==> src/design/pbi_pkg.sv <==
package pbi_pkg;

  // Configuration register map.
  localparam int unsigned NUM_REGS = 7;
  localparam int unsigned CFG_IDX_W = 3;
  localparam logic [CFG_IDX_W-1:0] REG_VERTEX_A = 3'd0;
  localparam logic [CFG_IDX_W-1:0] REG_VERTEX_B = 3'd1;
  localparam logic [CFG_IDX_W-1:0] REG_VERTEX_C = 3'd2;
  localparam logic [CFG_IDX_W-1:0] REG_INV_AREA = 3'd3;
  localparam logic [CFG_IDX_W-1:0] REG_DEPTH_A  = 3'd4;

  localparam logic [31:0] DEPTH_RESET = 32'h0001_0000;  // 1.0 in Q16.16

  // Shared multiplier operand widths.
  localparam int unsigned MUL_AW = 34;
  localparam int unsigned MUL_BW = 33;
  localparam int unsigned MUL_PW = MUL_AW + MUL_BW;

  // Shared divider widths.
  localparam int unsigned DIV_NW = 64;
  localparam int unsigned DIV_DW = 33;
  localparam int unsigned DIV_CW = 7;

endpackage

==> src/design/pbi_mul.sv <==
module pbi_mul (
  input  logic                                   clk,
  input  logic signed [pbi_pkg::MUL_AW-1:0]      a,
  input  logic signed [pbi_pkg::MUL_BW-1:0]      b,
  output logic signed [pbi_pkg::MUL_PW-1:0]      p
);

  // One signed multiply with its result registered.
  always_ff @(posedge clk) begin
    p <= a * b;
  end

endmodule

==> config.mk <==
export PLATFORM = sky130hd
export DESIGN_NAME = pbi_mul
export DESIGN_NICKNAME = d
export VERILOG_FILES = /design/src/design/pbi_pkg.sv /design/src/design/pbi_mul.sv
export SDC_FILE = /design/constraint.sdc
export NUM_CORES = 2
export LEC_CHECK = 0
export BUFFER_PORTS_ARGS = -buffer_cell sky130_fd_sc_hd__buf_2
export CAP_MARGIN = 15
export CORE_MARGIN = 4
export CORE_UTILIZATION = 45
export CTS_CLUSTER_DIAMETER = 50
export DETAILED_ROUTE_END_ITERATION = 10
export PLACE_DENSITY = 0.7
export SLEW_MARGIN = 0
export SYNTH_ARGS = -nofsm -noshare
export SYNTH_HDL_FRONTEND = slang
export SYNTH_SLANG_ARGS = --single-unit
==> constraint.sdc <==
create_clock -name clk -period 19.76 [get_ports clk]
set_clock_uncertainty 0.05 [all_clocks]
set_input_delay 3.952 -clock clk [delete_from_list [all_inputs] [get_ports clk]]
set_output_delay 3.952 -clock clk [all_outputs]
set_load 0.02 [all_outputs]
==> metrics.md <==
| Metric | Value |
|---|---|
| TritonCTS Buffers | 9 |
| Drt pass-1 iters | 5 |
| Synth warnings | 0 |
| Clock-pin slew on the worst setup and hold paths | 0.07 ns |
| Mapped Area | 41,300 um2 |
| Critical path class | in -> reg |
| Syn-to-layout area delta | 4.26% |
| H-Tree Depth | 3 |
| Global Route Usage Sum | 0.239 |
| Final setup fails | 0 |
| Via density | 5.22 |
| # rows | 110 |
| Largest Register | p |
| Post-synth EDFFs | 0 |
| Synth async-reset ratio | 0 |
| Hold WC Path Type | in -> reg |
| CP Launch Type | primary input |
| Fin. max-slew vios | 0 |
| HPWL after DPL | 84.8 mm |
| Setup TNS | 0 ns |
| Placed cell area | 42,700 um2 |
| Wirelength, routed | 109 mm |
| Ys flop type | dfxtp_1 |
| Via Count | 28.8k |
| Final worst setup slack | 7.24 ns |
| Final Wtd Congestion | 0.884 |
| Final Hold Viols | 0 |
| Largest regs | p x67 |
| ANT nets after route | 0 |
| Die Wd | 311 um |
| Synth Net Count | 5,861 |
| Worst slack at placement | 6.86 ns |
| Arrival time at the worst endpoint | 12.82 ns |
| CTS hold repair buffers | 0 |
| Status | finished, final reports clean |
| First-pass GRT wire length | 180 mm |
| Initial antenna violation count | 6 |
| # DRC | 0 |
| Worst EP required | 20.06 ns |
| Layout fillers | 8,498 |
| Layout cells sized above 1 | 0.0447 |
| WL per Instance | 19.8 um |
| Port bufs | 134 |
| Max reg flops | 67 |
| # IOs | 135 |
| Clock net sink count | 67 |
| Max-cap viol count | 0 |
| Slew headroom | 0.221 |
| Yosys reg bits | 67 |
| CORE AREA | 90,600 um2 |
| Initial core utilization | 0.456 |
| Fmax | 79.9 MHz |
| Die H | 311 um |
| Unrepaired setup endpoints after global routing | no |
| Post-synthesis sequential area ratio | 0.0325 |
| Worst-margin pin slew | 1.17 ns |
| Die area | 96,700 um2 |
| CP Capture Type | flip-flop |
| Clock buffer depth | 2 |
| Final non-filler cell area | 43,100 um2 |
| Vias in the first global route | 32.3k |
| Synth cell types | 63 |
| PostCTS Resize Cnt | 0 |
| Largest net degree at the start of global routing | 35 |
| Max FO, Critical Path | 33 |
| Core Util, Final | 0.475 |
| 1st-iter DRT viols | 1,728 |
| CTS tree | yes |
| Grt total ovfl | 0 |
| Post-CTS setup buffers | 0 |
| Root buffer cell | clkbuf_16 |
| Final worst path period need | 12.52 ns |
| Final nets | 5,794 |
| Cells after Synth | 4,398 |
| Crit share post-route | 0.634 |
| Syn avg cell area | 9.39 um2 |
==> critical path, stage by stage <==
cell,delay (ns)
buf_2,0.55
nand2_1,0.19
inv_1,0.17
fa_1,0.52
fa_1,0.57
fa_1,0.95
inv_1,0.20
fa_1,0.60
fa_1,0.44
fa_1,0.56
fa_1,0.42
fa_1,0.49
inv_1,0.04
ha_1,0.37
and3_1,0.23
and2_1,0.17
and4_1,0.21
a2111oi_4,0.61
o31ai_2,0.20
a311oi_4,0.59
o32ai_1,0.20
or4_1,0.42
nand3_1,0.08
==> through the flow <==
stage          instances  hold WS, ns
2_1_floorplan       4398         4.02
3_3_place_gp        5496         4.32
3_5_place_dp        5496         4.32
4_1_cts             5512         4.09
5_1_grt             5513         4.13
6_report            5518         4.11
==> area by class of cell <==
type                    instances  area [um2]  share of cell area
multi-input cells            2933       34700               0.806
inverters                    1166        4380               0.102
well taps                    1176        1470              0.0342
flip-flops and latches         67        1340              0.0312
repair buffers                154         821              0.0191
clock buffers                  12         256             0.00596
clock inverters                 4        72.6             0.00169
diodes                          6        15.0            0.000349
==> cells in the mapped netlist, types with 2 or more instances <==
cell / n / share of area
a211oi_1: 8 / 0.0015
a211oi_2: 2 / 0.00061
a21bo_2: 2 / 0.00048
a21o_1: 34 / 0.0062
a21oi_1: 62 / 0.0075
a21oi_2: 2 / 0.00042
a221oi_2: 2 / 0.00073
a311oi_1: 2 / 0.00042
a31oi_1: 10 / 0.0015
a41oi_1: 2 / 0.00042
a41oi_2: 2 / 0.00079
and2_1: 551 / 0.083
and3_1: 6 / 0.00091
and4_1: 4 / 0.00085
buf_2: 4 / 0.00048
clkbuf_1: 228 / 0.021
dfxtp_1: 67 / 0.032
fa_1: 1176 / 0.57
ha_1: 219 / 0.066
inv_1: 1165 / 0.11
mux2i_1: 2 / 0.00048
nand2_1: 578 / 0.053
nand2b_1: 13 / 0.0020
nand3_1: 8 / 0.00097
nand4_1: 11 / 0.0017
nor2_1: 59 / 0.0054
nor2b_1: 10 / 0.0015
nor3_1: 11 / 0.0013
nor4_1: 3 / 0.00045
o211ai_1: 2 / 0.00036
o21a_1: 5 / 0.00091
o21ai_0: 30 / 0.0036
o21ai_1: 5 / 0.00061
o21bai_1: 13 / 0.0024
o31ai_1: 2 / 0.00036
or4_1: 2 / 0.00036
xnor2_1: 54 / 0.011
xor2_1: 17 / 0.0036
==> cells by family after synthesis <==
logic type | count (synthesis) | synth area share
xor+xnor | 71 | 0.0151
simple gates | 1260 | 0.152
mux | 3 | 0.000757
compound gates | 204 | 0.0357
buf+inv | 1398 | 0.127
flops | 67 | 0.0325
fa+ha+maj | 1395 | 0.636
==> layout by cell type, fill, tap and decap left out, drive strengths merged, types with 6 or more instances in the layout <==
cell	count
xnor2	54
nand2b	13
nand3	9
o21bai	14
nand4	11
nand2	578
and2	551
o21ai	36
ha	219
a21oi	64
a31oi	11
nor2	59
clkbuf	12
a21o	34
a211oi	10
and3	6
xor2	17
diode	6
dfxtp	67
fa	1176
inv	1165
nor2b	10
buf	154
nor3	11
==> final timing paths <==
path,startpoint,end,slack [ns],cells after the start
max,a[33],p[63],7.24,23
min,b[0],p[0],4.11,2
==> per-layer routing <==
metal,global-route usage,share of wire
met5,0,0.00011
met4,0.106,0.051
met3,0.0416,0.073
met2,0.406,0.50
met1,0.301,0.38
Power is not shown: default switching activity piles up to over one toggle a cycle in this logic, so the estimate is an artifact.
