[config.mk]
export PLATFORM = sky130hd
export DESIGN_NAME = pbi_div
export DESIGN_NICKNAME = d
export VERILOG_FILES = /design/src/design/pbi_pkg.sv /design/src/design/pbi_div.sv
export SDC_FILE = /design/constraint.sdc
export NUM_CORES = 1
export LEC_CHECK = 0
export ABC_AREA = 1
export BUFFER_PORTS_ARGS = -buffer_cell sky130_fd_sc_hd__buf_4
export CAP_MARGIN = 20
export CORE_UTILIZATION = 51
export CTS_CLUSTER_DIAMETER = 100
export DETAILED_ROUTE_END_ITERATION = 6
export GPL_TIMING_DRIVEN = 0
export PLACE_DENSITY = 0.84
export SLEW_MARGIN = 30
export SYNTH_ARGS = -nofsm -noshare
export SYNTH_HDL_FRONTEND = slang
export SYNTH_SLANG_ARGS = --single-unit
[constraint.sdc]
create_clock -name clk -period 6.3 [get_ports clk]
set_input_delay 0.63 -clock clk [delete_from_list [all_inputs] [get_ports clk]]
set_output_delay 0.63 -clock clk [all_outputs]
set_load 0.05 [all_outputs]
[src/design/pbi_pkg.sv]
package pbi_pkg;

  // Configuration register map.
  localparam int unsigned NUM_REGS = 7;
  localparam int unsigned CFG_IDX_W = 3;
  localparam logic [CFG_IDX_W-1:0] REG_VERTEX_A = 3'd0;
  localparam logic [CFG_IDX_W-1:0] REG_VERTEX_B = 3'd1;
  localparam logic [CFG_IDX_W-1:0] REG_VERTEX_C = 3'd2;
  localparam logic [CFG_IDX_W-1:0] REG_INV_AREA = 3'd3;
  localparam logic [CFG_IDX_W-1:0] REG_DEPTH_A  = 3'd4;

  localparam logic [31:0] DEPTH_RESET = 32'h0001_0000;  // 1.0 in Q16.16

  // Shared multiplier operand widths.
  localparam int unsigned MUL_AW = 34;
  localparam int unsigned MUL_BW = 33;
  localparam int unsigned MUL_PW = MUL_AW + MUL_BW;

  // Shared divider widths.
  localparam int unsigned DIV_NW = 64;
  localparam int unsigned DIV_DW = 33;
  localparam int unsigned DIV_CW = 7;

endpackage

[src/design/pbi_div.sv]
module pbi_div (
  input  logic                           clk,
  input  logic                           rst,
  input  logic                           start,
  input  logic [pbi_pkg::DIV_NW-1:0]     dividend,
  input  logic [pbi_pkg::DIV_DW-1:0]     divisor,
  output logic                           done,
  output logic [pbi_pkg::DIV_NW-1:0]     quotient
);

  logic [pbi_pkg::DIV_DW:0]   rem;
  logic [pbi_pkg::DIV_DW-1:0] dvs;
  logic [pbi_pkg::DIV_CW-1:0] cnt;
  logic                       busy;
  logic [pbi_pkg::DIV_DW:0]   rem_sh;
  logic                       fits;

  // Restoring division, one quotient bit per cycle.
  assign rem_sh = {rem[pbi_pkg::DIV_DW-1:0], quotient[pbi_pkg::DIV_NW-1]};
  assign fits   = (rem_sh >= {1'b0, dvs});

  always_ff @(posedge clk) begin
    if (rst) begin
      busy <= 1'b0;
      done <= 1'b0;
      cnt  <= '0;
    end else begin
      done <= 1'b0;
      if (start) begin
        rem      <= '0;
        dvs      <= divisor;
        quotient <= dividend;
        cnt      <= pbi_pkg::DIV_CW'(pbi_pkg::DIV_NW);
        busy     <= 1'b1;
      end else if (busy) begin
        rem      <= fits ? (rem_sh - {1'b0, dvs}) : rem_sh;
        quotient <= {quotient[pbi_pkg::DIV_NW-2:0], fits};
        cnt      <= cnt - 1'b1;
        if (cnt == pbi_pkg::DIV_CW'(1)) begin
          busy <= 1'b0;
          done <= 1'b1;
        end
      end
    end
  end

endmodule

==> summary.txt <==
Outcome
  • Outcome: finished, final reports clean

Clocking
  • Max H-tree Level: 4
  • CTS resizes: 0
  • Clock Tree Buf Depth: 2
  • Reg clk slew, reported paths: 0.06 ns
  • Clk_lat worst skew: 0.43 ns
  • Clock sink count: 139
  • Post-CTS Hold Fix Bufs: 0
  • Total CTS buffers: 17
  • Root buffer cell: clkbuf_16
  • CTS tree: done
  • Postcts setup bufs: 0

Detailed routing
  • Routed Antenna Nets: 0
  • Remaining DRCs: 0
  • Final wirelength: 22820 um
  • Initial DRC Count: 554
  • First-pass DRT Iterations: 5
  • Via density: 4.994
  • Total number of vias: 7745
  • Routed len/inst: 14.72 um

Global route
  • Overflow after GRT: 0
  • First-pass GRT wire length: 37120 um
  • GRT Overall Usage: 0.2750
  • Vias in the first global route: 7616
  • Pin count of the biggest net entering global routing: 24
  • Initial antenna violation count: 0

Placement
  • Detail Placement HPWL: 17440 um
  • Placed Cells: 1519
  • Port Buffers: 163
  • GP Congestion: 0.9678

Worst setup path
  • Path length in cells of the critical path: 14
  • Worst-path cell chain: inv_1 > ha_1 > inv_1 > fa_1 > nand3_1 > nand3_2 > nand2_2 > nand2_4 > nand2_4 > nand2_4 > inv_2 > buf_2 > nor2_1 > nor2_1
  • Critical Path Fanout Max: 10
  • Critical path arrival: 2.84 ns
  • Worst path slowest cell: fa_1
  • Critical Setup Path Class: flop to flop
  • WP data required: 6.59 ns
  • CP delay by family, top: simple AND/OR/NAND/NOR gates
  • Cell mode on critical path: nand2_4
  • Worst Setup End Kind: flop
  • Startpoint type of the worst setup path: flop
  • Reg2Reg Depth: 14
  • CP max stage delay: 0.43 ns
  • Worst path bufs/invs: 4

Worst hold path
  • Worst hold-check path type: input pin to flop
  • Worst hold stages: 1

Yosys
  • Synth async-reset ratio: 0
  • Post-synth cell types: 32
  • Flops & latches, synth: 139
  • Post-synth EDFFs: 130
  • Ranking of synthesized cells by area: edfxtp_1, nand2_1, inv_1
  • Cells after Synth: 1133
  • Syn Area/Cell: 7.549 um^2
  • Area of the mapped netlist: 8553 um^2
  • Syn_nets: 1269
  • Area leader, netlist: edfxtp_1
  • Synth warn: 0
  • Top_reg_cell synth: edfxtp_1
  • Share of the yosys chip area belonging to registers: 0.4775
  • Area share of the largest cell type after synthesis: 0.4564

Timing
  • Endpoints failing setup: 0
  • Slew @ Worst Pin: 0.7046 ns
  • Clk_skew: 0.009491 ns
  • Final Hold Viols: 0
  • Fin crit period: 2.555 ns
  • Max-slew headroom: 0.5303
  • RSZ-0062 raised after global routing: false
  • F_max: 0.3913 GHz
  • Final period utilization: 0.4056
  • Final hold slack: 0.3739 ns
  • Pins Over Slew Limit: 0

Pwr
  • Combinational share of power: 0.270
  • Sequential share of power: 0.382
  • Internal: 2012 uW
  • PD cells: 275.7 nW/um^2
  • Static Leak: 0.005623 uW
  • Net switching power: 974.7 uW
  • VDD IR max: 0.2146 mV
  • Clock Power Share: 0.348
  • Switching portion of total power: 0.3263

Floorplan
  • CORE AREA: 16120 um^2
  • Row cnt: 46
  • Initial Util: 0.5307
  • DIE WIDTH: 131.5 um
  • Full die area: 17290 um^2
  • IO Count: 165
  • Die H: 131.5 um

Final layout
  • Final std cells w/o fill: 1551
  • Final #Nets: 1458
  • Fillers: 1327
  • Layout cells sized above 1: 0.1798
  • Antenna diode count: 0
  • Area grow syn2layout: 26.65%

Job
  • Total of max-cap violations: 0
==> per-layer routing <==
metal  track usage  vias up  part of all wire
li1              -     3871                 -
met1        0.3351     3466              0.41
met2        0.4624      347              0.48
met3       0.06713       61             0.082
met4        0.1176        0             0.030
met5             0        -                 0
==> Yosys cell counts (4+ instances only) <==
| master | instances |
|---|---|
| nand2_1 | 493 |
| inv_1 | 177 |
| edfxtp_1 | 130 |
| nor2_1 | 124 |
| ha_1 | 35 |
| nand3b_1 | 28 |
| a21oi_1 | 25 |
| nand3_1 | 18 |
| clkbuf_1 | 15 |
| xor2_1 | 13 |
| dfxtp_1 | 9 |
| nor2_2 | 8 |
| nand2_2 | 7 |
| nor3_1 | 7 |
| buf_2 | 6 |
| nand4_1 | 5 |
| and2_1 | 4 |
| buf_6 | 4 |
==> final timing paths <==
check | start | endpoint | slack (ns)
setup / recovery | quotient[63] | rem[20] | 3.74
hold / removal | divisor[5] | dvs[5] | 0.37
setup reg to reg | quotient[63] | rem[20] | 3.74
hold reg to reg | cnt[6] | cnt[6] | 0.48
==> cells by family after synthesis <==
family / Yosys count / share of synthesized area
XOR/XNOR: 15 / 0.01536
AO/OA/AOI/OAI: 31 / 0.01931
adder cells (fa/ha/maj): 36 / 0.05354
AND/OR/NAND/NOR: 704 / 0.3382
buffers and inverters: 208 / 0.09611
flip-flops: 139 / 0.4775
==> metrics by stage <==
| step | area (um^2) | util | worst slack, ns | power [uW] | setup TNS (ns) |
|---|---|---|---|---|---|
| floorplan | 8553 | - | 0.08055 | 1706 | 0 |
| global placement | 10050 | 0.6234 | -2.329 | 1926 | -227.20 |
| detailed placement | 10230 | 0.6350 | 3.789 | 1949 | 0 |
| CTS | 10830 | 0.6722 | 3.783 | 2987 | 0 |
| global route | 10830 | 0.6722 | 3.583 | 3123 | 0 |
| finish | 10830 | 0.6722 | 3.745 | 2987 | 0 |
==> flip-flops by register name (all words and copies together) (netlist names) <==
name,flops
dvs,33
quotient,64
rem,33
cnt,7
done,1
busy,1
==> power groups by stage <==
stage | registers, uW | clock network, uW | logic, uW
final | 1140 | 1040 | 807
after global routing | 1150 | 1080 | 893
after CTS | 1140 | 1050 | 800
after detailed placement | 1160 | 0 | 793
after global placement | 1170 | 0 | 759
after floorplan | 1250 | 0 | 457
==> worst reg2reg max path, stage by stage (launching register included) <==
cell,delay [ns]
edfxtp_1,0.38
inv_1,0.11
ha_1,0.16
inv_1,0.07
fa_1,0.43
nand3_1,0.13
nand3_2,0.15
nand2_2,0.13
nand2_4,0.06
nand2_4,0.08
nand2_4,0.10
inv_2,0.10
buf_2,0.29
nor2_1,0.11
nor2_1,0.12
==> placed cells by master (no fill, tap or decap), drive strengths merged, types with 3 or more instances in the layout <==
cell      instances
buf             183
clkinvlp          3
or2               3
edfxtp          130
bufinv            3
clkinv            4
nor3              7
nand2           503
and2              4
inv             183
clkbuf           34
xor2             13
nor2            133
ha               35
nand3b           28
nand3            20
nand4             5
a21oi            25
dfxtp             9
==> layout make-up <==
cell class | instances | area, um^2 | share of cell area
clock inverter | 13 | 166.4 | 0.01536
clock buffer | 19 | 432.9 | 0.03996
inverter | 180 | 675.6 | 0.06237
tap | 216 | 270.3 | 0.02495
timing repair buffer | 170 | 1391 | 0.1284
sequential | 139 | 4084 | 0.3770
buffer | 28 | 146.4 | 0.01351
multi-input combinational | 786 | 3666 | 0.3384
No activity file was read; power rests on OpenSTA's default activity.
